<file path="config.mk">
export PLATFORM = sky130hd
export DESIGN_NAME = spmf_ctrl
export DESIGN_NICKNAME = d
export VERILOG_FILES = /design/src/hw/rtl/spmf_pkg.sv /design/src/hw/rtl/spmf_ctrl.sv
export SDC_FILE = /design/constraint.sdc
export NUM_CORES = 1
export LEC_CHECK = 0
export ABC_CLOCK_PERIOD_IN_PS = 8050
export BUFFER_PORTS_ARGS = -buffer_cell sky130_fd_sc_hd__buf_2
export CAP_MARGIN = 10
export CORE_ASPECT_RATIO = 0.5
export CORE_MARGIN = 1.5
export CORE_UTILIZATION = 39
export CTS_CLUSTER_DIAMETER = 100
export DETAILED_ROUTE_END_ITERATION = 8
export PLACE_DENSITY = 0.6
export SYNTH_ARGS = -nofsm -noshare
export SYNTH_HDL_FRONTEND = slang
export SYNTH_SLANG_ARGS = --single-unit
</file>
<file path="constraint.sdc">
create_clock -name clk -period 8.05 [get_ports clk]
set_clock_uncertainty 0.15 [all_clocks]
set_input_delay 0 -clock clk [delete_from_list [all_inputs] [get_ports clk]]
set_output_delay 0 -clock clk [all_outputs]
set_load 0.03 [all_outputs]
</file>
<file path="src/hw/rtl/spmf_pkg.sv">
// ----------------------------------------------------------------------------
// spmf_pkg
// Shared types and constants for the strict-priority multi-level FIFO.
// ----------------------------------------------------------------------------
package spmf_pkg;

	localparam int DEPTH_DEF  = 64;
	localparam int LEVELS_DEF = 3;
	localparam int LEVEL_W    = 2;
	localparam int DATA_W     = 32;

	localparam logic CMD_ENQ = 1'b0;
	localparam logic CMD_DEQ = 1'b1;

	typedef enum logic [1:0] {
		ST_DONE  = 2'd0,
		ST_FULL  = 2'd1,
		ST_EMPTY = 2'd2
	} status_t;

	// Outcome of one request, decided from the queue state.
	typedef struct packed {
		status_t              status;
		logic [LEVEL_W-1:0]   served;
		logic                 wr_en;
		logic                 rd_en;
	} op_plan_t;

endpackage

</file>
<file path="src/hw/rtl/spmf_ctrl.sv">
// ----------------------------------------------------------------------------
// spmf_ctrl
// Per-level head/tail pointers and fill counts; picks the level and entry
// that a request touches and updates the pointers when it is accepted.
// ----------------------------------------------------------------------------
module spmf_ctrl
	import spmf_pkg::*;
#(
	parameter int DEPTH  = DEPTH_DEF,
	parameter int LEVELS = LEVELS_DEF,
	localparam int PTR_W  = $clog2(DEPTH),
	localparam int LIDX_W = (LEVELS > 1) ? $clog2(LEVELS) : 1
) (
	input  logic               clk,
	input  logic               arst_n,
	input  logic               fire,
	input  logic               command,
	input  logic [LEVEL_W-1:0] level,
	output op_plan_t           plan,
	output logic [LIDX_W-1:0]  lvl_sel,
	output logic [PTR_W-1:0]   ptr_sel
);

	localparam int CNT_W = $clog2(DEPTH + 1);

	logic [PTR_W-1:0]  head_q [LEVELS];
	logic [PTR_W-1:0]  tail_q [LEVELS];
	logic [CNT_W-1:0]  cnt_q  [LEVELS];

	logic              lvl_ok;
	logic              enq_ok;
	logic [LIDX_W-1:0] enq_idx;
	logic [LIDX_W-1:0] deq_idx;
	logic              found;

	function automatic logic [PTR_W-1:0] advance(input logic [PTR_W-1:0] p);
		return (p == PTR_W'(DEPTH - 1)) ? '0 : p + 1'b1;
	endfunction

	assign lvl_ok  = int'(level) < LEVELS;
	assign enq_idx = LIDX_W'(level);
	assign enq_ok  = lvl_ok && (cnt_q[enq_idx] != CNT_W'(DEPTH));

	// lowest-numbered non-empty level wins
	always_comb begin
		found   = 1'b0;
		deq_idx = '0;
		for (int k = LEVELS - 1; k >= 0; k--) begin
			if (cnt_q[k] != '0) begin
				found   = 1'b1;
				deq_idx = LIDX_W'(k);
			end
		end
	end

	always_comb begin
		plan.status = ST_DONE;
		plan.served = '0;
		plan.wr_en  = 1'b0;
		plan.rd_en  = 1'b0;
		lvl_sel     = '0;
		ptr_sel     = '0;
		if (command == CMD_ENQ) begin
			if (enq_ok) begin
				plan.served = level;
				plan.wr_en  = 1'b1;
				lvl_sel     = enq_idx;
				ptr_sel     = tail_q[enq_idx];
			end else begin
				plan.status = ST_FULL;
			end
		end else begin
			if (found) begin
				plan.served = LEVEL_W'(deq_idx);
				plan.rd_en  = 1'b1;
				lvl_sel     = deq_idx;
				ptr_sel     = head_q[deq_idx];
			end else begin
				plan.status = ST_EMPTY;
			end
		end
	end

	always_ff @(posedge clk or negedge arst_n) begin
		if (!arst_n) begin
			for (int k = 0; k < LEVELS; k++) begin
				head_q[k] <= '0;
				tail_q[k] <= '0;
				cnt_q[k]  <= '0;
			end
		end else if (fire) begin
			if (plan.wr_en) begin
				tail_q[lvl_sel] <= advance(ptr_sel);
				cnt_q[lvl_sel]  <= cnt_q[lvl_sel] + 1'b1;
			end
			if (plan.rd_en) begin
				head_q[lvl_sel] <= advance(ptr_sel);
				cnt_q[lvl_sel]  <= cnt_q[lvl_sel] - 1'b1;
			end
		end
	end

endmodule

</file>
==> impl_metrics.toml, run 1 <==
[outcome]
status = "complete, no violations"

[routing]
ant_nets = 0
wl_per_cell_um = 20.0
totalWireLength_um = 10600
vias = 3187
drt_iter0_drc = 287
firstDrtPassIters = 4
via_per_inst = 6.02
drc = 0

[grt]
overflow = 0
antenna_found_initial = 0
grt_start_max_net_pins = 58
grt.total_usage_pct = 24.2
grt_pass1_vias = 2975
grt_pass1_wl_um = 17000

[clocking]
cts_buffers = 9
ctsResizeCount = 0
cts_max_level = 3
clock_latency_ps = 340
clkSinkCount = 57
clk_path_buf_depth = 2
post_cts_buffers = 0
cts_root_buf = "clkbuf_16"
ctsHoldBuffers = 2
tritoncts = "done"
clk_pin_slew_ps = 50

[placement]
dp_hpwl_um = 7290
port-buffer-count = 19
dpl_cell_area_um2 = 3620
gp_congestion = 0.947

[floorplanning]
rows = 24
die_h_um = 69.6
io_pins = 20
placeableCoreArea_um2 = 8650
initial_utilization_pct = 40.0
design.die.area_um2 = 9480
die_w_um = 136

[synth]
yosys-top-cells-area = "dfrtp_1 41%, nand2_1 6.3%, o21ai_0 4.6%"
synth_cell_types = 67
syn_inst = 394
syn_area_per_cell_um2 = 8.78
syn-cell-area_um2 = 3460
ys_async_sr_fraction_pct = 100
synth_warnings = 0
yosysSeqAreaShare_pct = 41.2
synth_edf_count = 0
synthesis.nets = 403
ys_ff_latch = 57
synth_top_area_share_pct = 41.2
synth_ff_type = "dfrtp_1"
yosysTopAreaCell = "dfrtp_1"

[final_layout]
fin_nets = 416
layout-drive-gt1-share_pct = 13.6
num_antenna_cells = 0
finalInstanceArea_um2 = 3940
areaGrowthSynthToFinish_pct = 14.0

[timing]
slew_viol_final = 0
rsz0062_at_grt = "no"
max_freq_mhz = 262
hold_violations = 0
fin_crit_ps = 3810
fin_setup_tns_ps = 0
finalSetupViolations = 0
max_slew_margin_pct = 45.4
period_share_pct = 47.4
tightest_slew_ps = 814

[power]
combPwrFrac_pct = 33.5
power_density_nw_per_um2 = 332
seqPwrFrac_pct = 36.7
p_int_mw = 0.797
vdd_drop_max_mv = 0.121
power_frac_clock_pct = 29.9
p_switching_mw = 0.513
switching_share_pct = 39.1
p_leak_nw = 1.63

[hold_path]
hold_path.class = "primary input to asynchronous set/reset pin"

[critical_path]
max_stage_delay_ps = 590
arrival_ps = 3840
worstSetupPathType = "flop to flop"
slowest_stage = "nor2_2"
cp.required_ps = 8080
cp-start-kind = "flop"
end_kind = "flop"
path_cells = "or4_1 -> nor2_2 -> o21ai_4 -> a221o_2 -> inv_1 -> ha_1 -> nand3_1 -> nor4_1 -> mux2_2 -> a221oi_1"
cp_max_fo = 14

[job]
maxCapViolCount = 0
through the flow:
stage               util, %  instances  hold WS, ps  setup WS, ps  power [mW]
global placement       41.8        511         50.6          4380       0.910
global route           45.6        529          232          3960        1.39
detailed placement     41.8        511         53.4          4310       0.910
CTS                    45.6        529          180          4300        1.31
finish                 45.6        529          188          4240        1.31
floorplan                 -        394         -446          4240       0.789
cells in the final DEF (no fill, tap or decap), drive strengths merged, types with 3 or more instances in the layout:
cell type | netlist | routed
nand2b | 5 | 5
a221oi | 5 | 5
and4 | 4 | 4
and3 | 3 | 3
nand3 | 11 | 11
or4 | 3 | 3
inv | 4 | 4
a21oi | 25 | 25
nor4 | 8 | 8
a211oi | 6 | 6
o32ai | 4 | 4
a22o | 3 | 3
o22ai | 8 | 8
nand2 | 58 | 58
dfrtp | 57 | 57
xnor2 | 5 | 5
xor2 | 7 | 7
ha | 3 | 3
clkinv | 1 | 4
nor3 | 10 | 10
a221o | 3 | 3
nor2 | 43 | 43
and2 | 4 | 4
clkbuf | 12 | 10
mux2i | 8 | 8
o211ai | 5 | 5
buf | 8 | 20
a21boi | 4 | 4
o221ai | 8 | 8
o21ai | 37 | 37
a22oi | 3 | 3
worst paths after layout:
| kind | from | to | slack [ps] | depth (start not counted) |
|---|---|---|---|---|
| max in group asynchronous | arst_n | cnt_q[11]$_DFFE_PN0P_ | 7040 | 3 |
| worst max-delay path | cnt_q[7]$_DFFE_PN0P_ | cnt_q[13]$_DFFE_PN0P_ | 4240 | 10 |
| worst min register to register | head_q[1]$_DFFE_PN0P_ | head_q[1]$_DFFE_PN0P_ | 320 | 2 |
| worst min-delay path | arst_n | cnt_q[18]$_DFFE_PN0P_ | 190 | 3 |
| worst max register to register | cnt_q[7]$_DFFE_PN0P_ | cnt_q[13]$_DFFE_PN0P_ | 4240 | 10 |
| min in group clk | command | cnt_q[15]$_DFFE_PN0P_ | 210 | 4 |
cells by family (layout without fill, tap and decap cells):
group	Yosys count	in the layout	synth area share (%)
flops	57	57	41.2
xor+xnor	12	12	3.04
simple gates	160	160	23.1
compound gates	128	128	25.7
fa+ha+maj	3	3	1.09
mux	9	9	2.64
buf+inv	25	43	3.22
cells in the mapped netlist, drive strengths merged (5+ instances only):
cell    instances
o211ai          5
nand2b          5
xor2            7
a21oi          25
o21ai          37
nor4            8
mux2i           8
clkbuf         12
nand3          11
o221ai          8
nor2           43
xnor2           5
nand2          58
buf             8
dfrtp          57
a221oi          5
a211oi          6
o22ai           8
nor3           10
metal layers:
metal	part of all wire (%)	routed length [µm]	track usage, %	up-vias
met3	7.1	751	8.33	16
met4	1.9	206	7.68	0
met5	0	0	0	-
li1	-	-	-	1503
met2	43	4550	34.3	114
met1	48	5060	34.5	1554
worst max-delay path: cells and delay by family, from the launching register on:
| kind | cells | cell delay, ps |
|---|---|---|
| simple gates | 4 | 1650 |
| compound gates | 3 | 810 |
| flops | 1 | 440 |
| fa+ha+maj | 1 | 270 |
| mux | 1 | 260 |
| buf+inv | 1 | 80 |
power by group through the flow:
stage / Sequential (mW) / Clock (mW) / Combinational (mW)
CTS: 0.477 / 0.397 / 0.434
floorplan: 0.448 / 0 / 0.341
detailed placement: 0.479 / 0 / 0.431
global route: 0.492 / 0.409 / 0.488
global placement: 0.480 / 0 / 0.429
finish: 0.481 / 0.391 / 0.438
state kept, by name, indices dropped and copies added (netlist names):
name / count
cnt_q: 21
tail_q: 18
head_q: 18
final cells by class:
type / count / area [µm²]
multi-input cells: 312 / 1920
well taps: 117 / 146
clock buffers: 10 / 239
inverters: 5 / 18.8
fillers: 880 / 4710
flip-flops and latches: 57 / 1430
clock inverters: 6 / 67.6
repair buffers: 22 / 123
(Power assumes the default switching activity.)
==> inputs of run 2 (changes only) <==
--- a/config.mk
+++ b/config.mk
@@ -5,7 +5,8 @@
 export SDC_FILE = /design/constraint.sdc
 export NUM_CORES = 1
 export LEC_CHECK = 0
-export ABC_CLOCK_PERIOD_IN_PS = 8050
+export ABC_AREA = 1
+export ABC_CLOCK_PERIOD_IN_PS = 3790
 export BUFFER_PORTS_ARGS = -buffer_cell sky130_fd_sc_hd__buf_2
 export CAP_MARGIN = 10
 export CORE_ASPECT_RATIO = 0.5
==> constraint.sdc (replaced) <==
create_clock -name clk -period 3.79 [get_ports clk]
set_clock_uncertainty 0.15 [all_clocks]
set_input_delay 0 -clock clk [delete_from_list [all_inputs] [get_ports clk]]
set_output_delay 0 -clock clk [all_outputs]
set_load 0.03 [all_outputs]
==> impl_metrics.toml, run 2 <==
[critical_path]
r2r_start = "cnt_q[10]$_DFFE_PN0P_"
cp_top_family = "simple AND/OR/NAND/NOR gates"
path_buf_inv = 2
reg2reg_slack_ps = 650
slowest_stage = "dfrtp_1"
end_kind = "flop"
worstSetupPathType = "flop to flop"
r2r_cells = 15
arrival_ps = 3210
path_cells = "nor2_1 -> nand2_1 -> o21ai_4 -> inv_4 -> nand2_4 -> nand2_4 -> o21bai_2 -> nand3_2 -> inv_1 -> ha_1 -> nand3_2 -> o21ai_2 -> nand3_1 -> nand3_1 -> nand2_1"
cp.required_ps = 3860
cp_max_fo = 17
critPathLaunch = "cnt_q[10]$_DFFE_PN0P_"
max_stage_delay_ps = 410
r2r_end = "cnt_q[6]$_DFFE_PN0P_"
cp-start-kind = "flop"

[timing]
max_freq_mhz = 319
rsz0062_at_grt = "no"
whs_ps = 32.5
slew_viol_final = 0
fin_crit_ps = 3140
max_slew_margin_pct = 61.2
fin_ws_ps = 654
fin_setup_tns_ps = 0
tightest_slew_ps = 581
finalSetupViolations = 0
hold_violations = 0
period_share_pct = 82.7

[power]
total_power_mw = 2.72
p_leak_nw = 2.11
p_switching_mw = 1.04
power_density_nw_per_um2 = 633
switching_share_pct = 38.3
p_int_mw = 1.68
combPwrFrac_pct = 34.1
seqPwrFrac_pct = 33.4
power_frac_clock_pct = 32.5
vdd_drop_max_mv = 0.208

[final_layout]
fin_nets = 543
stdcell_count = 672
regMostFlops = "cnt_q"
num_antenna_cells = 0
utilization_pct = 45.4
layout-drive-gt1-share_pct = 16.2
final_common_cell = "nand2_1"
reg_top3 = "cnt_q: 21 flops, head_q: 18 flops, tail_q: 18 flops"
finalInstanceArea_um2 = 4290
mostFrequentLayoutCells = "147 x nand2_1, 59 x inv_1, 57 x dfrtp_1, 51 x o21ai_0, 47 x nand3_1"
areaGrowthSynthToFinish_pct = 13.4
largest_register_ffs = 21

[routing]
vias = 3509
totalWireLength_um = 10500
via_per_inst = 5.22
top_layer_used = "met4"
ant_nets = 0
drt_iter0_drc = 345
wl_per_cell_um = 15.6
wl_met3_um = 522
wl_met1_um = 5060
routed-wl-met2_um = 4630
firstDrtPassIters = 5
drc = 0

[synth]
yosysSeqAreaShare_pct = 37.7
ys_async_sr_fraction_pct = 100
yosys-top-cells-area = "dfrtp_1 38%, nand2_1 15%, o21ai_0 6.7%"
ys_ff_latch = 57
synthesis.nets = 526
synth_commonest_cells = "147 x nand2_1, 59 x inv_1, 57 x dfrtp_1, 51 x o21ai_0, 47 x nand3_1"
synth_cell_types = 37
yosysTopAreaCell = "dfrtp_1"
synth_ff_type = "dfrtp_1"
syn-cell-area_um2 = 3780
synth_edf_count = 0
synth_most_common_cell = "nand2_1"
syn_area_per_cell_um2 = 7.32
syn_inst = 517
synth_top_area_share_pct = 37.7
synth_warnings = 0

[grt]
grt_pass1_vias = 3293
overflow = 0
grt_pass1_wl_um = 17500
antenna_found_initial = 0
grt.total_usage_pct = 22.5
grt_start_max_net_pins = 36

[hold_path]
hold_path.class = "primary input to asynchronous set/reset pin"

[floorplanning]
die_w_um = 142
design.die.area_um2 = 10300
io_pins = 20
die_h_um = 72.7
initial_utilization_pct = 40.1
placeableCoreArea_um2 = 9450
rows = 25

[outcome]
status = "complete, no violations"

[clocking]
clk_pin_slew_ps = 50
cts_buffers = 9
ctsResizeCount = 0
clock_latency_ps = 340
cts_root_buf = "clkbuf_16"
cts_max_level = 3
clkSinkCount = 57
clk_path_buf_depth = 2
tritoncts = "done"

[placement]
dp.cells = 657
dp_hpwl_um = 7590
port-buffer-count = 19
gp_congestion = 0.944
place_ws_ps = 691
dpl_cell_area_um2 = 3960

[job]
maxCapViolCount = 0
-- run 2: cell count changes in the layout (fill, tap and decap cells not counted), sizes merged, moves of 8 or more --
cell	previous run	this run
nand2	58	160
inv	4	65
o21ai	37	85
nand3	11	58
a21oi	25	5
nand4	2	12
nor3	10	1
mux2i	8	0
nor4	8	0
o221ai	8	0
-- run 2: logic make-up (layout without fill, tap and decap cells) --
group | after synthesis | in the layout | synth area share [%]
simple gates | 271 | 271 | 35.4
fa+ha+maj | 3 | 3 | 0.992
xor+xnor | 2 | 2 | 0.662
compound gates | 103 | 103 | 16.2
flops | 57 | 57 | 37.7
buf+inv | 81 | 101 | 9.09
-- run 2: worst max path at each step --
stage                            end  slack [ps]  depth (start not counted)
6_report        cnt_q[6]$_DFFE_PN0P_         650                         15
5_1_grt        cnt_q[20]$_DFFE_PN0P_         390                         17
4_1_cts         cnt_q[6]$_DFFE_PN0P_         680                         15
3_5_place_dp    cnt_q[6]$_DFFE_PN0P_         690                         15
3_3_place_gp    cnt_q[6]$_DFFE_PN0P_         680                         15
2_1_floorplan  tail_q[5]$_DFFE_PN0P_        1150                         16
-- run 2: what timing repair did --
action	4_1_cts	5_1_grt
setup endpoints to repair	0	0
endpoints found under the hold margin	22	0
setup buffers	0	0
hold buffers	1	0
-- run 2: final cells by class --
class	count	area, µm²
Inverter	66	253
Timing Repair Buffer	21	113
Clock inverter	3	65.1
Sequential cell	57	1430
Fill cell	993	5150
Multi-Input combinational cell	379	2010
Clock buffer	11	253
Tap cell	135	169
-- run 2: metal layers --
metal | GRT usage, % | up-vias
li1 | - | 1728
met4 | 9.51 | 0
met3 | 4.59 | 25
met2 | 35.1 | 103
met1 | 30.7 | 1653
met5 | 0 | -
-- run 2: power by group through the flow --
stage                     sequential, mW  clock [mW]  combinational [mW]
after floorplan                    0.876           0               0.713
after global placement             0.910           0               0.908
after detailed placement           0.914           0               0.918
after CTS                          0.906       0.896               0.924
after global routing               0.931       0.916                1.05
final                              0.908       0.883               0.925
==> inputs of run 3 (changes only) <==
--- a/config.mk
+++ b/config.mk
@@ -6,7 +6,7 @@
 export NUM_CORES = 1
 export LEC_CHECK = 0
 export ABC_AREA = 1
-export ABC_CLOCK_PERIOD_IN_PS = 3790
+export ABC_CLOCK_PERIOD_IN_PS = 3100
 export BUFFER_PORTS_ARGS = -buffer_cell sky130_fd_sc_hd__buf_2
 export CAP_MARGIN = 10
 export CORE_ASPECT_RATIO = 0.5
==> constraint.sdc (replaced) <==
create_clock -name clk -period 3.1 [get_ports clk]
set_clock_uncertainty 0.15 [all_clocks]
set_input_delay 0 -clock clk [delete_from_list [all_inputs] [get_ports clk]]
set_output_delay 0 -clock clk [all_outputs]
set_load 0.03 [all_outputs]
==> impl_metrics.toml, run 3 (synthesis results as in run 2) <==
[timing]
fin_crit_ps = 2840
slew_viol_final = 0
max_freq_mhz = 352
tightest_slew_ps = 636
period_share_pct = 91.6
hold_violations = 0
rsz0062_at_grt = "no"
fin_setup_tns_ps = 0
finalSetupViolations = 0
max_slew_margin_pct = 57.5
fin_ws_ps = 262

[power]
vdd_drop_max_mv = 0.268
power_density_nw_per_um2 = 741
p_leak_nw = 2.14

[final_layout]
largest_register_ffs = 21
reg_top3 = "cnt_q: 21 flops, head_q: 18 flops, tail_q: 18 flops"
areaGrowthSynthToFinish_pct = 14.8
utilization_pct = 46.0
fillCellCount = 999
finalInstanceArea_um2 = 4340
fin_nets = 554
regMostFlops = "cnt_q"
layout-drive-gt1-share_pct = 17.5
final_common_cell = "nand2_1"
num_antenna_cells = 0
stdcell_count = 684
mostFrequentLayoutCells = "147 x nand2_1, 59 x inv_1, 57 x dfrtp_1, 51 x o21ai_0, 47 x nand3_1"

[hold_path]
hold_path.class = "primary input to flop"

[placement]
dp.cells = 665
place_ws_ps = 205
port-buffer-count = 19
dpl_cell_area_um2 = 4020
dp_hpwl_um = 7690
gp_congestion = 0.964

[floorplanning]
io_pins = 20
placeableCoreArea_um2 = 9450
die_h_um = 72.7
initial_utilization_pct = 40.1
design.die.area_um2 = 10300
rows = 25
die_w_um = 142

[critical_path]
cp_max_fo = 10
cp-start-kind = "flop"
arrival_ps = 2910
worstSetupPathType = "flop to flop"
end_kind = "flop"
cp.required_ps = 3170

[grt]
grt_start_max_net_pins = 30
overflow = 0
grt.total_usage_pct = 22.0
grt_pass1_wl_um = 17300
grt_pass1_vias = 3365
antenna_found_initial = 0

[routing]
vias = 3542
drc = 0
drt_iter0_drc = 337
wl_per_cell_um = 15.5
ant_nets = 0
firstDrtPassIters = 5
totalWireLength_um = 10600
via_per_inst = 5.18

[clocking]
clock_latency_ps = 330
cts_root_buf = "clkbuf_16"
tritoncts = "done"
clk_pin_slew_ps = 50
clkSinkCount = 57
cts_buffers = 9
clk_path_buf_depth = 2
cts_max_level = 3

[job]
maxCapViolCount = 0

[outcome]
status = "complete, no violations"
[run 3: changes by cell type in the layout (fill, tap and decap cells not counted), sizes merged]
cell	delta
buf	+10
bufinv	-1
clkinv	+2
dlygate4sd3	+1
[run 3: where the power goes]
part	internal (mW)	switching, mW
logic	0.387	0.778
clock network	0.612	0.330
registers	0.956	0.156
total	1.96	1.26
[run 3: cell type report]
class                      count  area, µm²  share of cell area, %
clock buffer                  11        233                   5.36
clock inverter                 4       45.0                   1.04
multi-input combinational    379       2020                   46.5
inverter                      66        253                   5.82
sequential                    57       1430                   32.8
tap                          135        169                   3.89
timing repair buffer          32        198                   4.55
[run 3: repair_timing]
action                                 in CTS  in global routing
endpoints found under the hold margin      57                  0
hold buffers                                2                  0
setup endpoints to repair                   0                  5
buffers inserted                            0                  2
resized for setup                           0                  1
[run 3: path summary, 6_finish.rpt]
check	slack [ps]	start	endpoint	cells past startpoint
hold / removal	40	fire	cnt_q[10]$_DFFE_PN0P_	3
min in group asynchronous	60	arst_n	cnt_q[14]$_DFFE_PN0P_	3
setup / recovery	260	cnt_q[2]$_DFFE_PN0P_	cnt_q[18]$_DFFE_PN0P_	17
hold reg to reg	330	tail_q[17]$_DFFE_PN0P_	tail_q[17]$_DFFE_PN0P_	2
setup reg to reg	260	cnt_q[2]$_DFFE_PN0P_	cnt_q[18]$_DFFE_PN0P_	17
max in group asynchronous	1740	arst_n	tail_q[10]$_DFFE_PN0P_	3
[run 3: metal layers]
layer | up-vias | routed length (µm) | global-route usage [%]
li1 | 1748 | - | -
met1 | 1679 | 5080 | 29.7
met2 | 99 | 4870 | 35.2
met3 | 16 | 527 | 5.84
met4 | 0 | 148 | 5.84
met5 | - | 0 | 0
[run 3: critical path, cell delays in order, from the launching register on]
cell and delay (ps):
dfrtp_1 410, nor2_1 140, nand2_1 130, o21ai_2 170
nand2_2 120, nand3_4 160, nand2_4 80, o21bai_2 170
nand3_4 160, inv_1 170, ha_1 250, nand3_2 170
inv_1 120, nand2_1 70, nand3_1 70, nand2_1 50
nand3_1 70, nand2_1 50
[run 3: metrics by stage]
stage / power (mW) / hold WS, ps
after detailed placement: 2.26 / -223
after CTS: 3.21 / 23.3
after floorplan: 1.94 / -446
final: 3.22 / 41.5
after global routing: 3.44 / 53.3
after global placement: 2.25 / -224
